### src/hw/rtl/edr_pkg.sv
`default_nettype none

package edr_pkg;

   // channel and field widths
   localparam int NUM_CH       = 3;
   localparam int PIX_W        = 8;
   localparam int REF_W        = 16;
   localparam int LEVEL_W      = 16;
   localparam int LVL_W        = 17;
   localparam int SIGMA_W      = 16;
   localparam int EXP_W        = 5;
   localparam int SLOPE_W      = 16;
   localparam int SLOPE_FRAC_W = 8;
   localparam int FRAC_W       = 16;
   localparam int RATIO_W      = 17;
   localparam int EDGE_W       = SLOPE_W + LVL_W - SLOPE_FRAC_W;
   localparam int TERM_W       = EDGE_W + 1;

   // pipeline depths
   localparam int DIV_STAGES = RATIO_W;
   localparam int POW_STAGES = (1 << EXP_W) - 1;

   // bus widths
   localparam int REQ_W       = NUM_CH * (PIX_W + REF_W);
   localparam int RSP_W       = NUM_CH * PIX_W;
   localparam int CSR_DATA_W  = 16;
   localparam int CSR_INDEX_W = 2;

   // arithmetic constants
   localparam logic [RATIO_W-1:0] ONE_Q16   = RATIO_W'(1) << FRAC_W;
   localparam logic [LEVEL_W-1:0] RECIP_257 = 16'd65281;

   // register defaults
   localparam logic [SIGMA_W-1:0] SIGMA_RESET = 16'd19661;
   localparam logic [EXP_W-1:0]   EXP_RESET   = 5'd15;
   localparam logic [SLOPE_W-1:0] SLOPE_RESET = 16'd256;

   localparam int OUT_DEPTH_DEF = 2;

   typedef enum logic [CSR_INDEX_W-1:0] {
      CSR_SIGMA    = 2'd0,
      CSR_EXPONENT = 2'd1,
      CSR_SLOPE    = 2'd2
   } csr_index_type;

   // per-channel values carried alongside the divider and power stages
   typedef struct packed {
      logic [LVL_W-1:0] lvl;
      logic             neg;
      logic             is_detail;
      logic [LVL_W-1:0] diff;
   } chan_side_type;

endpackage

`default_nettype wire

### src/hw/rtl/edr_divider.sv
`default_nettype none

module edr_divider
   import edr_pkg::*;
(
   input  logic                clock,
   input  logic                reset,
   input  logic                en,
   input  logic                in_valid,
   input  logic [SIGMA_W-1:0]  in_mag   [NUM_CH],
   input  chan_side_type       in_side  [NUM_CH],
   input  logic [SIGMA_W-1:0]  sigma,
   output logic                out_valid,
   output logic [RATIO_W-1:0]  out_ratio [NUM_CH],
   output chan_side_type       out_side  [NUM_CH]
);

   logic [DIV_STAGES-1:0] valid_ff;
   logic [DIV_STAGES-1:0] valid_in;
   logic [SIGMA_W-1:0]    rem_ff   [DIV_STAGES-1][NUM_CH];
   logic [SIGMA_W-1:0]    rem_in   [DIV_STAGES-1][NUM_CH];
   logic [RATIO_W-1:0]    quot_ff  [DIV_STAGES][NUM_CH];
   logic [RATIO_W-1:0]    quot_in  [DIV_STAGES][NUM_CH];
   chan_side_type         side_ff  [DIV_STAGES][NUM_CH];
   chan_side_type         side_in  [DIV_STAGES][NUM_CH];

   assign valid_in = {valid_ff[DIV_STAGES-2:0], in_valid};

   // one restoring step per stage, quotient msb first
   for (genvar s = 0; s < DIV_STAGES; s++) begin : g_stage
      for (genvar c = 0; c < NUM_CH; c++) begin : g_ch
         logic [RATIO_W-1:0] part;
         logic [RATIO_W-1:0] qprev;
         logic [RATIO_W:0]   trial;
         logic               ge;

         if (s == 0) begin : g_first
            assign part          = {1'b0, in_mag[c]};
            assign qprev         = '0;
            assign side_in[s][c] = in_side[c];
         end else begin : g_next
            assign part          = {rem_ff[s-1][c], 1'b0};
            assign qprev         = quot_ff[s-1][c];
            assign side_in[s][c] = side_ff[s-1][c];
         end

         assign trial = {1'b0, part} - {2'b0, sigma};
         assign ge    = ~trial[RATIO_W];
         assign quot_in[s][c] = qprev | (RATIO_W'(ge) << (DIV_STAGES - 1 - s));

         if (s < DIV_STAGES - 1) begin : g_rem
            assign rem_in[s][c] = ge ? trial[SIGMA_W-1:0] : part[SIGMA_W-1:0];
         end
      end
   end

   // valid chain
   always_ff @(posedge clock) begin
      if (reset) begin
         valid_ff <= '0;
      end else if (en) begin
         valid_ff <= valid_in;
      end
   end

   // stage payload
   always_ff @(posedge clock) begin
      if (en) begin
         rem_ff  <= rem_in;
         quot_ff <= quot_in;
         side_ff <= side_in;
      end
   end

   assign out_valid = valid_ff[DIV_STAGES-1];
   assign out_ratio = quot_ff[DIV_STAGES-1];
   assign out_side  = side_ff[DIV_STAGES-1];

endmodule

`default_nettype wire

### config.mk
export PLATFORM = sky130hd
export DESIGN_NAME = edr_divider
export DESIGN_NICKNAME = d
export VERILOG_FILES = /design/src/hw/rtl/edr_pkg.sv /design/src/hw/rtl/edr_divider.sv
export SDC_FILE = /design/constraint.sdc
export NUM_CORES = 2
export LEC_CHECK = 0
export BUFFER_PORTS_ARGS = -buffer_cell sky130_fd_sc_hd__buf_2
export CAP_MARGIN = 15
export CORE_MARGIN = 2
export CORE_UTILIZATION = 30
export CTS_CLUSTER_DIAMETER = 150
export DETAILED_ROUTE_END_ITERATION = 7
export PLACE_DENSITY = 0.53
export SLEW_MARGIN = 20
export SYNTH_ARGS = -nofsm -noshare
export SYNTH_HDL_FRONTEND = slang
export SYNTH_SLANG_ARGS = --single-unit
export TNS_END_PERCENT = 5
### constraint.sdc
create_clock -name clock -period 9.2 [get_ports clock]
set_clock_uncertainty 0.2 [all_clocks]
set_input_delay 1.84 -clock clock [delete_from_list [all_inputs] [get_ports clock]]
set_output_delay 1.84 -clock clock [all_outputs]
set_load 0.005 [all_outputs]
==> metrics.txt <==
syn nets around 9600; mux cell area share after synthesis 4.748%; multi-input logic area 40270 um2; period utilisation layout 60.17%; die span in y 673.9 um; RSZ-0062 raised after global routing false; clock sinks 3080; drt drc 0; gpl congestion 0.8314; Crit. End Element register; run status complete, no violations; max-slew violation count 0; Arr. time, crit path 6000 ps; proportion of netlist area held by the largest area contributor 68.33%; synthesized area per cell 15.68 um2; pre-CTS setup slack 2691 ps; I/O pins 336; Worst-Margin Slew about 1100 ps; Initial Util a little under a third; leakage between 50 and 60 nW; ys flop type edfxtp_1; Routed Wire Length around 250000 um; initial DRC count around 4700; fill count 42190; core area 447800 um2; CP Launch Type input port; Mapped Area roughly 130000 um2; Final Critical Period approximately 5500 ps; EDFF count, synth 3063; pwr/cell area 314.9 nW/um2; drt pass-1 iters 6; setup tns final 0 ps; Worst Path Required 9670 ps; Clock Tree Root clkbuf_16; first-pass GRT wire length 397900 um; Worst-Skew Late Latency 960 ps; H-tree depth 5; clock slew at reported path FFs roughly 60 ps; setup ws final 3665 ps; most frequent cell after synthesis edfxtp_1; largest family of logic cells by synthesized area compound AO/OA/AOI/OAI gates; Post-Synth Simple-Gate Area 5.268%; pin count of the biggest net entering global routing 187; leading area contributor after synthesis edfxtp_1; dpl hpwl 164700 um; xor/xnor cell area share of the yosys netlist 3.650%; Worst Hold Class reg -> reg; WS Path Type in -> reg; FMAX 0.1807 GHz; FF/Latch Area 92320 um2; Via density 4.627; Compound-Gate Fraction of Synth Area 8.371%; # hold bufs at CTS 0; synth top area cells edfxtp_1 68%, ha_1 7.1%, mux2_2 4.1%; post-route ant nets 0; num rows 246; vias in the first global route 73460; Seq cells post-synth 3080; Ys Warns 0; grt ovf 0; Final setup viols 0; vias 71110; post-synthesis cell count ~8600; hold violation total from the final report 0; initial antenna violation count 23; commonest cells in the synthesized netlist 3063 x edfxtp_1, 768 x ha_1, 494 x mux2_2, 457 x nor2_1, 409 x a21oi_1; adder-cell share of the synthesized area 7.852%; max-cap violation count 0; nets@finish around 10000; die width 673.9 um; Area growth syn-to-layout 14.91%; routed length per instance 16.55 um; synth unique cells slightly above 90; post_cts resized 0; peak supply drop around 0.15 mV; ratio of cells with drive above 1 in the final layout approximately 16%; async set or reset register ratio after synthesis 0%; Slew HR 24.99%; Longest Clk Path Bufs 4; CTS tree yes; overall routing resource usage 10.79%; DIE AREA 454100 um2; sequential fraction of the synthesis area 68.58%; Crit Path Max Fanout 20; IO Port Bufs 335; postcts setup bufs 0; cts bufs inserted 351
## stage by stage
step	area, um2	hold WS [ps]	util [%]	total power [mW]	cells
2_1_floorplan	134600	200.3	-	31.69	8585
3_3_place_gp	143200	200.1	31.97	34.52	14730
3_5_place_dp	143200	204.5	31.98	35.02	14730
4_1_cts	154700	143.0	34.54	49.33	15370
5_1_grt	154700	150.5	34.54	51.82	15370
6_report	154700	147.2	34.54	48.71	15370
## path summary, 6_finish.rpt
path	startpoint	end	slack [ps]	cells past startpoint
min	side_ff[1406]	side_ff[1298]	150	0
max	sigma[6]	g_stage[13].g_ch[0].part[2]	3660	12
max reg2reg	g_stage[13].g_ch[1].part[1]	g_stage[14].g_ch[1].part[4]	5240	9
min reg2reg	side_ff[1406]	side_ff[1298]	150	0
## cells in the final DEF, fill, tap and decap left out, types with 26 or more instances in the layout
cell type     n
a211oi_1     73
a21o_1      227
a21oi_1     409
a31o_2       30
a31oi_1      46
and2_1       34
and3_1       37
buf_2       334
buf_4        56
bufinv_16    35
clkbuf_1     72
clkbuf_16   352
clkinv_1     71
clkinv_2     61
edfxtp_1   3063
fa_1         48
ha_1        768
inv_1       154
mux2_1       26
mux2_2      494
mux2i_1      43
nand2_1     304
nand2b_1     75
nand3_1     122
nand4_1      41
nor2_1      457
nor2b_1      95
nor3_1      165
o211ai_1     71
o21a_1       91
o21ai_0     363
o21bai_1     55
o31a_1       41
o31ai_1      42
or3_1        65
xnor2_1     355
xor2_1      206
## metal layers
layer  up-vias  track usage [%]  wire (um)
met5         -                0         55
met2      1427            17.81     118500
li1      34490                -          -
met3       454            2.099      12050
met4        10            3.556       7720
met1     34730            14.22     116000
## critical path, cell delays in order
cell and delay [ps]:
buf_2 90, clkinv_2 510, buf_4 510, ha_1 430, a21oi_1 100, o21ai_0 180
a21o_1 170, a221oi_2 80, a2111oi_0 760, o31a_1 220, nand2b_1 580, mux2_2 410
## sequential cells by signal, summed over array words and instances, names as in the netlist
signal,cells
side_ff,1728
out_side,108
out_ratio,51
g_stage.g_ch.qprev,408
g_stage.g_ch.part,768
valid_ff,17
## kinds of logic after synthesis
family | count (synthesis)
DFF | 3080
AOI/OAI and AO/OA | 1693
and+or+nand+nor | 1475
adders and majority gates | 816
muxes | 570
xor gates and xnor gates | 561
buffers and inverters | 390
## power breakdown
group / internal (mW) / leakage (nW) / switching (mW)
clock: 8.08 / 5.55 / 5.74
combinational: 7.17 / 20.3 / 7.61
sequential: 18.9 / 30.1 / 1.21
## layout make-up
type	instances	area share, %
Antenna cell	2	0.003235
Clock buffer	424	5.869
Clock inverter	213	1.549
Inverter	172	0.4279
Multi-Input combinational cell	5115	26.03
Sequential cell	3080	59.68
Tap cell	5952	4.814
Timing Repair Buffer	411	1.624
Power figures use the tool's default switching activity.
