$ cat src/hw/rtl/edr_pkg.sv
`default_nettype none

package edr_pkg;

   // channel and field widths
   localparam int NUM_CH       = 3;
   localparam int PIX_W        = 8;
   localparam int REF_W        = 16;
   localparam int LEVEL_W      = 16;
   localparam int LVL_W        = 17;
   localparam int SIGMA_W      = 16;
   localparam int EXP_W        = 5;
   localparam int SLOPE_W      = 16;
   localparam int SLOPE_FRAC_W = 8;
   localparam int FRAC_W       = 16;
   localparam int RATIO_W      = 17;
   localparam int EDGE_W       = SLOPE_W + LVL_W - SLOPE_FRAC_W;
   localparam int TERM_W       = EDGE_W + 1;

   // pipeline depths
   localparam int DIV_STAGES = RATIO_W;
   localparam int POW_STAGES = (1 << EXP_W) - 1;

   // bus widths
   localparam int REQ_W       = NUM_CH * (PIX_W + REF_W);
   localparam int RSP_W       = NUM_CH * PIX_W;
   localparam int CSR_DATA_W  = 16;
   localparam int CSR_INDEX_W = 2;

   // arithmetic constants
   localparam logic [RATIO_W-1:0] ONE_Q16   = RATIO_W'(1) << FRAC_W;
   localparam logic [LEVEL_W-1:0] RECIP_257 = 16'd65281;

   // register defaults
   localparam logic [SIGMA_W-1:0] SIGMA_RESET = 16'd19661;
   localparam logic [EXP_W-1:0]   EXP_RESET   = 5'd15;
   localparam logic [SLOPE_W-1:0] SLOPE_RESET = 16'd256;

   localparam int OUT_DEPTH_DEF = 2;

   typedef enum logic [CSR_INDEX_W-1:0] {
      CSR_SIGMA    = 2'd0,
      CSR_EXPONENT = 2'd1,
      CSR_SLOPE    = 2'd2
   } csr_index_type;

   // per-channel values carried alongside the divider and power stages
   typedef struct packed {
      logic [LVL_W-1:0] lvl;
      logic             neg;
      logic             is_detail;
      logic [LVL_W-1:0] diff;
   } chan_side_type;

endpackage

`default_nettype wire

$ cat src/hw/rtl/edr_out_fifo.sv
`default_nettype none

module edr_out_fifo
   import edr_pkg::*;
#(
   parameter int DEPTH = OUT_DEPTH_DEF
)
(
   input  logic             clock,
   input  logic             reset,
   input  logic             push,
   input  logic [RSP_W-1:0] push_data,
   output logic             full,
   input  logic             pop_ready,
   output logic             out_valid,
   output logic [RSP_W-1:0] out_data
);

   localparam int PTR_W = $clog2(DEPTH);
   localparam int CNT_W = $clog2(DEPTH + 1);

   logic [RSP_W-1:0] mem_ff [DEPTH];
   logic [PTR_W-1:0] wr_ptr_ff;
   logic [PTR_W-1:0] wr_ptr_in;
   logic [PTR_W-1:0] rd_ptr_ff;
   logic [PTR_W-1:0] rd_ptr_in;
   logic [CNT_W-1:0] count_ff;
   logic [CNT_W-1:0] count_in;
   logic             pop;

   assign pop       = out_valid & pop_ready;
   assign full      = (count_ff == CNT_W'(DEPTH));
   assign out_valid = (count_ff != '0);
   assign out_data  = mem_ff[rd_ptr_ff];

   // pointer and fill tracking
   always_comb begin
      wr_ptr_in = wr_ptr_ff;
      rd_ptr_in = rd_ptr_ff;
      count_in  = count_ff;
      if (push) begin
         wr_ptr_in = (wr_ptr_ff == PTR_W'(DEPTH - 1)) ? '0 : wr_ptr_ff + 1'b1;
      end
      if (pop) begin
         rd_ptr_in = (rd_ptr_ff == PTR_W'(DEPTH - 1)) ? '0 : rd_ptr_ff + 1'b1;
      end
      if (push && !pop) begin
         count_in = count_ff + 1'b1;
      end else if (!push && pop) begin
         count_in = count_ff - 1'b1;
      end
   end

   always_ff @(posedge clock) begin
      if (reset) begin
         wr_ptr_ff <= '0;
         rd_ptr_ff <= '0;
         count_ff  <= '0;
      end else begin
         wr_ptr_ff <= wr_ptr_in;
         rd_ptr_ff <= rd_ptr_in;
         count_ff  <= count_in;
      end
   end

   // result storage
   always_ff @(posedge clock) begin
      if (push) begin
         mem_ff[wr_ptr_ff] <= push_data;
      end
   end

endmodule

`default_nettype wire

$ cat config.mk
export PLATFORM = sky130hd
export DESIGN_NAME = edr_out_fifo
export DESIGN_NICKNAME = d
export VERILOG_FILES = /design/src/hw/rtl/edr_pkg.sv /design/src/hw/rtl/edr_out_fifo.sv
export SDC_FILE = /design/constraint.sdc
export NUM_CORES = 1
export LEC_CHECK = 0
export ABC_CLOCK_PERIOD_IN_PS = 4800
export BUFFER_PORTS_ARGS = -buffer_cell sky130_fd_sc_hd__buf_2
export CAP_MARGIN = 5
export CELL_PAD_IN_SITES_DETAIL_PLACEMENT = 2
export CELL_PAD_IN_SITES_GLOBAL_PLACEMENT = 2
export CORE_MARGIN = 2
export CORE_UTILIZATION = 30
export DETAILED_ROUTE_END_ITERATION = 10
export PLACE_DENSITY_LB_ADDON = 0.1
export SLEW_MARGIN = 20
export SYNTH_ARGS = -nofsm -noshare
export SYNTH_HDL_FRONTEND = slang
export SYNTH_SLANG_ARGS = --single-unit
$ cat constraint.sdc
create_clock -name clock -period 4.8 [get_ports clock]
set_input_delay 0.96 -clock clock [delete_from_list [all_inputs] [get_ports clock]]
set_output_delay 0.96 -clock clock [all_outputs]
set_load 0.02 [all_outputs]
==> results.tsv <==
stage	metric	value	unit
layout	synthesis-to-finish area growth	23.2	%
worst_setup_path	worst r2r src	count_ff[0]	
layout	fin util	0.378	
synth	Syn Std Cell Area	0.00194	mm^2
clock_tree	cts hold-fix bufs	0	
clock_tree	Post-CTS Setup Bufs	0	
worst_setup_path	CP Class	flip-flop to output port	
synth	Mapped Cells	97	
job	max-cap violation count	0	
power_and_ir_drop	Leakage	0.894	nW
sta	minimum clock period	2550	ps
die	initial core utilization	0.307	
sta	sum of negative setup slack	0	ps
worst_setup_path	Setup crit end kind	output port	
power_and_ir_drop	Clock power frac	0.217	
placement	Routability Congestion	0.734	
sta	period utilization	0.532	
grt	first-pass GRT wire length	5.87	mm
worst_setup_path	type of origin of the critical path	flip-flop	
sta	clk_skew	4.15	ps
clock_tree	clk sinks	53	
min_path	hold worst-path end	rd_ptr_ff	
die	Die H	84.4	um
worst_setup_path	Slowest-stage cell, CP	dfxtp_2	
layout	Design Area, Final	0.00239	mm^2
power_and_ir_drop	sequential power share	0.517	
sta	fmax	0.392	GHz
sta	measured slew at the worst slew-check pin	618	ps
worst_setup_path	cell family with most CP delay	flip-flops	
sta	Finish-stage setup viols	0	
grt	vias in the first global route	1185	
grt	initial antenna violation count	0	
synth	sequential area share after synthesis	0.795	
sta	RSZ-0062 raised after global routing	no	
synth	ranking of synthesized cells by area	edfxtp_1, mux2_2, dfxtp_1, xor2_1, buf_2	
die	Placeable Area	0.00631	mm^2
grt	largest net degree at the start of global routing	25	
min_path	hold_sp	rd_ptr_ff	
power_and_ir_drop	Net Sw Frac	0.301	
worst_setup_path	crit-path cells	mux2_2, buf_2	
placement	Place WS	2130	ps
grt	Total Routing Usage GR	0.109	
die	IO Pins	54	
synth	Syn Area/Cell	20.0	um^2
die	die area	0.00712	mm^2
worst_setup_path	CP Data Required Time	3840	ps
synth	Post-Syn Nets	126	
die	num rows	29	
sta	worst setup margin	2250	ps
synth	Yosys cell types	15	
synth	Synthesis Warnings	0	
layout	nets	184	
synth	share of Yosys cell area claimed by the top area cell type	0.744	
worst_setup_path	Max FO, Critical Path	24	
power_and_ir_drop	VDD IR max	139	uV
power_and_ir_drop	Comb pwr share	0.266	
clock_tree	# H-tree levels	2	
sta	fin. max-slew vios	0	
power_and_ir_drop	Net Sw Power	0.348	mW
worst_setup_path	Reg2Reg Capture Point	count_ff[1]	
synth	Seq cells post-synth	53	
worst_setup_path	Buf/Inv on CP	1	
routing	drt pass-1 iters	4	
clock_tree	clk buf depth	2	
clock_tree	Worst-Skew Late Latency	290	ps
routing	drt total wl	3.63	mm
sta	Final Hold Vio Count	0	
routing	drt first-iter violations	41	
run_status	run status	complete, no violations	
worst_setup_path	R2R depth	4	
placement	placed cells	225	
worst_setup_path	Largest stage delay, worst path	710	ps
worst_setup_path	flop-to-flop setup slack	3180	ps
worst_setup_path	CP arrival	1590	ps
routing	vias	1031	
routing	WL/cell	15.6	um
power_and_ir_drop	Internal	0.809	mW
min_path	Hold Path Class	flip-flop to flip-flop	
clock_tree	CTS buffer count	5	
placement	Cell Area, Placed	0.00230	mm^2
synth	largest area contributor in the netlist	edfxtp_1	
routing	average vias per placed instance	4.42	
routing	Routed Antenna Nets	0	
clock_tree	CTS tree	done	
die	chip width	84.4	um
layout	share of layout cells above drive strength 1	0.571	
clock_tree	Reg clk slew, reported paths	90	ps
placement	port buffer count	53	
placement	Detailed Place HPWL	2.50	mm
clock_tree	Post-CTS Resized	0	
layout	fin cells	233	
layout	Antenna diodes	0	
grt	Congestion Overflow GR	0	
sta	Slew HR	0.588	
min_path	Hold Path Depth	2	
routing	DRC violations left	0	
power_and_ir_drop	Power Density	485	mW/mm^2
clock_tree	root buffer cell	clkbuf_8	
[state kept, by name (all words and copies together) (netlist names), named ones only]
name / count
wr_ptr_ff: 1
mem_ff: 48
rd_ptr_ff: 1
count_ff: 2
[area by class of cell]
cell class,instances,area [um^2]
fill,645,3930
sequential,53,1540
timing repair buffer,54,273
tap,77,96.3
clock buffer,8,90.1
multi-input combinational,41,385
[worst register-to-register path: cells and delay by family (launching register included)]
family / cells / cell delay [ps]
AO/OA/AOI/OAI: 2 / 500
flip-flops: 1 / 360
AND/OR/NAND/NOR: 1 / 350
adder cells (fa/ha/maj): 1 / 340
[synth_stat cells]
cell	count
buf_2	3
ha_1	1
a21oi_1	1
dfxtp_1	5
nor2_1	4
xnor2_1	1
or2_2	1
or3_1	1
nor2b_1	1
o21ai_0	2
and2_1	1
xor2_1	3
and2b_2	1
edfxtp_1	48
mux2_2	24
[power by group through the flow]
stage	Clock [mW]	Combinational, mW	Sequential, mW
after floorplan	0	0.249	0.571
after global routing	0.282	0.330	0.609
final	0.251	0.308	0.598
after CTS	0.265	0.319	0.601
after global placement	0	0.307	0.609
after detailed placement	0	0.317	0.612
[metrics by stage]
| step | hold slack [ps] | power [mW] |
|---|---|---|
| 6_report | 526 | 1.16 |
| 5_1_grt | 561 | 1.22 |
| 4_1_cts | 536 | 1.18 |
| 3_5_place_dp | 511 | 0.929 |
| 3_3_place_gp | 489 | 0.916 |
| 2_1_floorplan | 466 | 0.820 |
[logic make-up (layout without fill, tap and decap cells)]
| kind of cell | count (synthesis) | in the layout | share of synthesized area |
|---|---|---|---|
| adders and majority gates | 1 | 1 | 0.00645 |
| and+or+nand+nor | 9 | 9 | 0.0252 |
| xor gates and xnor gates | 4 | 4 | 0.0181 |
| buffers and inverters | 3 | 62 | 0.00774 |
| muxes | 24 | 24 | 0.139 |
| AOI/OAI and AO/OA | 3 | 3 | 0.00774 |
| DFF | 53 | 53 | 0.795 |
[cells in the final DEF, fill, tap and decap left out]
cell	netlist	layout
clkbuf_1	0	2
a21oi_1	1	1
clkbuf_8	0	6
edfxtp_1	48	48
or2_2	1	1
xnor2_1	1	1
and2b_2	1	1
and2_2	0	1
buf_4	0	1
xor2_1	3	3
dfxtp_1	5	4
or3_1	1	1
dfxtp_2	0	1
nor2b_2	0	1
buf_2	3	53
mux2_2	24	24
nor2_1	4	4
ha_1	1	1
o21ai_0	2	2
[metal layers]
metal  up-vias  global-route usage  part of all wire
met3         2              0.0383             0.048
met4         0              0.0346            0.0058
met1       515               0.116              0.38
met2        31               0.201              0.56
met5         -                   0                 0
li1        483                   -                 -
[worst max-delay path by stage]
stage / from / cells past startpoint / endpoint
finish: flip-flop / 2 / out_data[4]
CTS: flip-flop / 2 / out_data[4]
floorplan: push / 1 / mem_ff[0][0]
global placement: flip-flop / 2 / out_data[4]
global route: flip-flop / 2 / out_data[4]
detailed placement: flip-flop / 2 / out_data[4]
No activity file was read; power rests on OpenSTA's default activity.
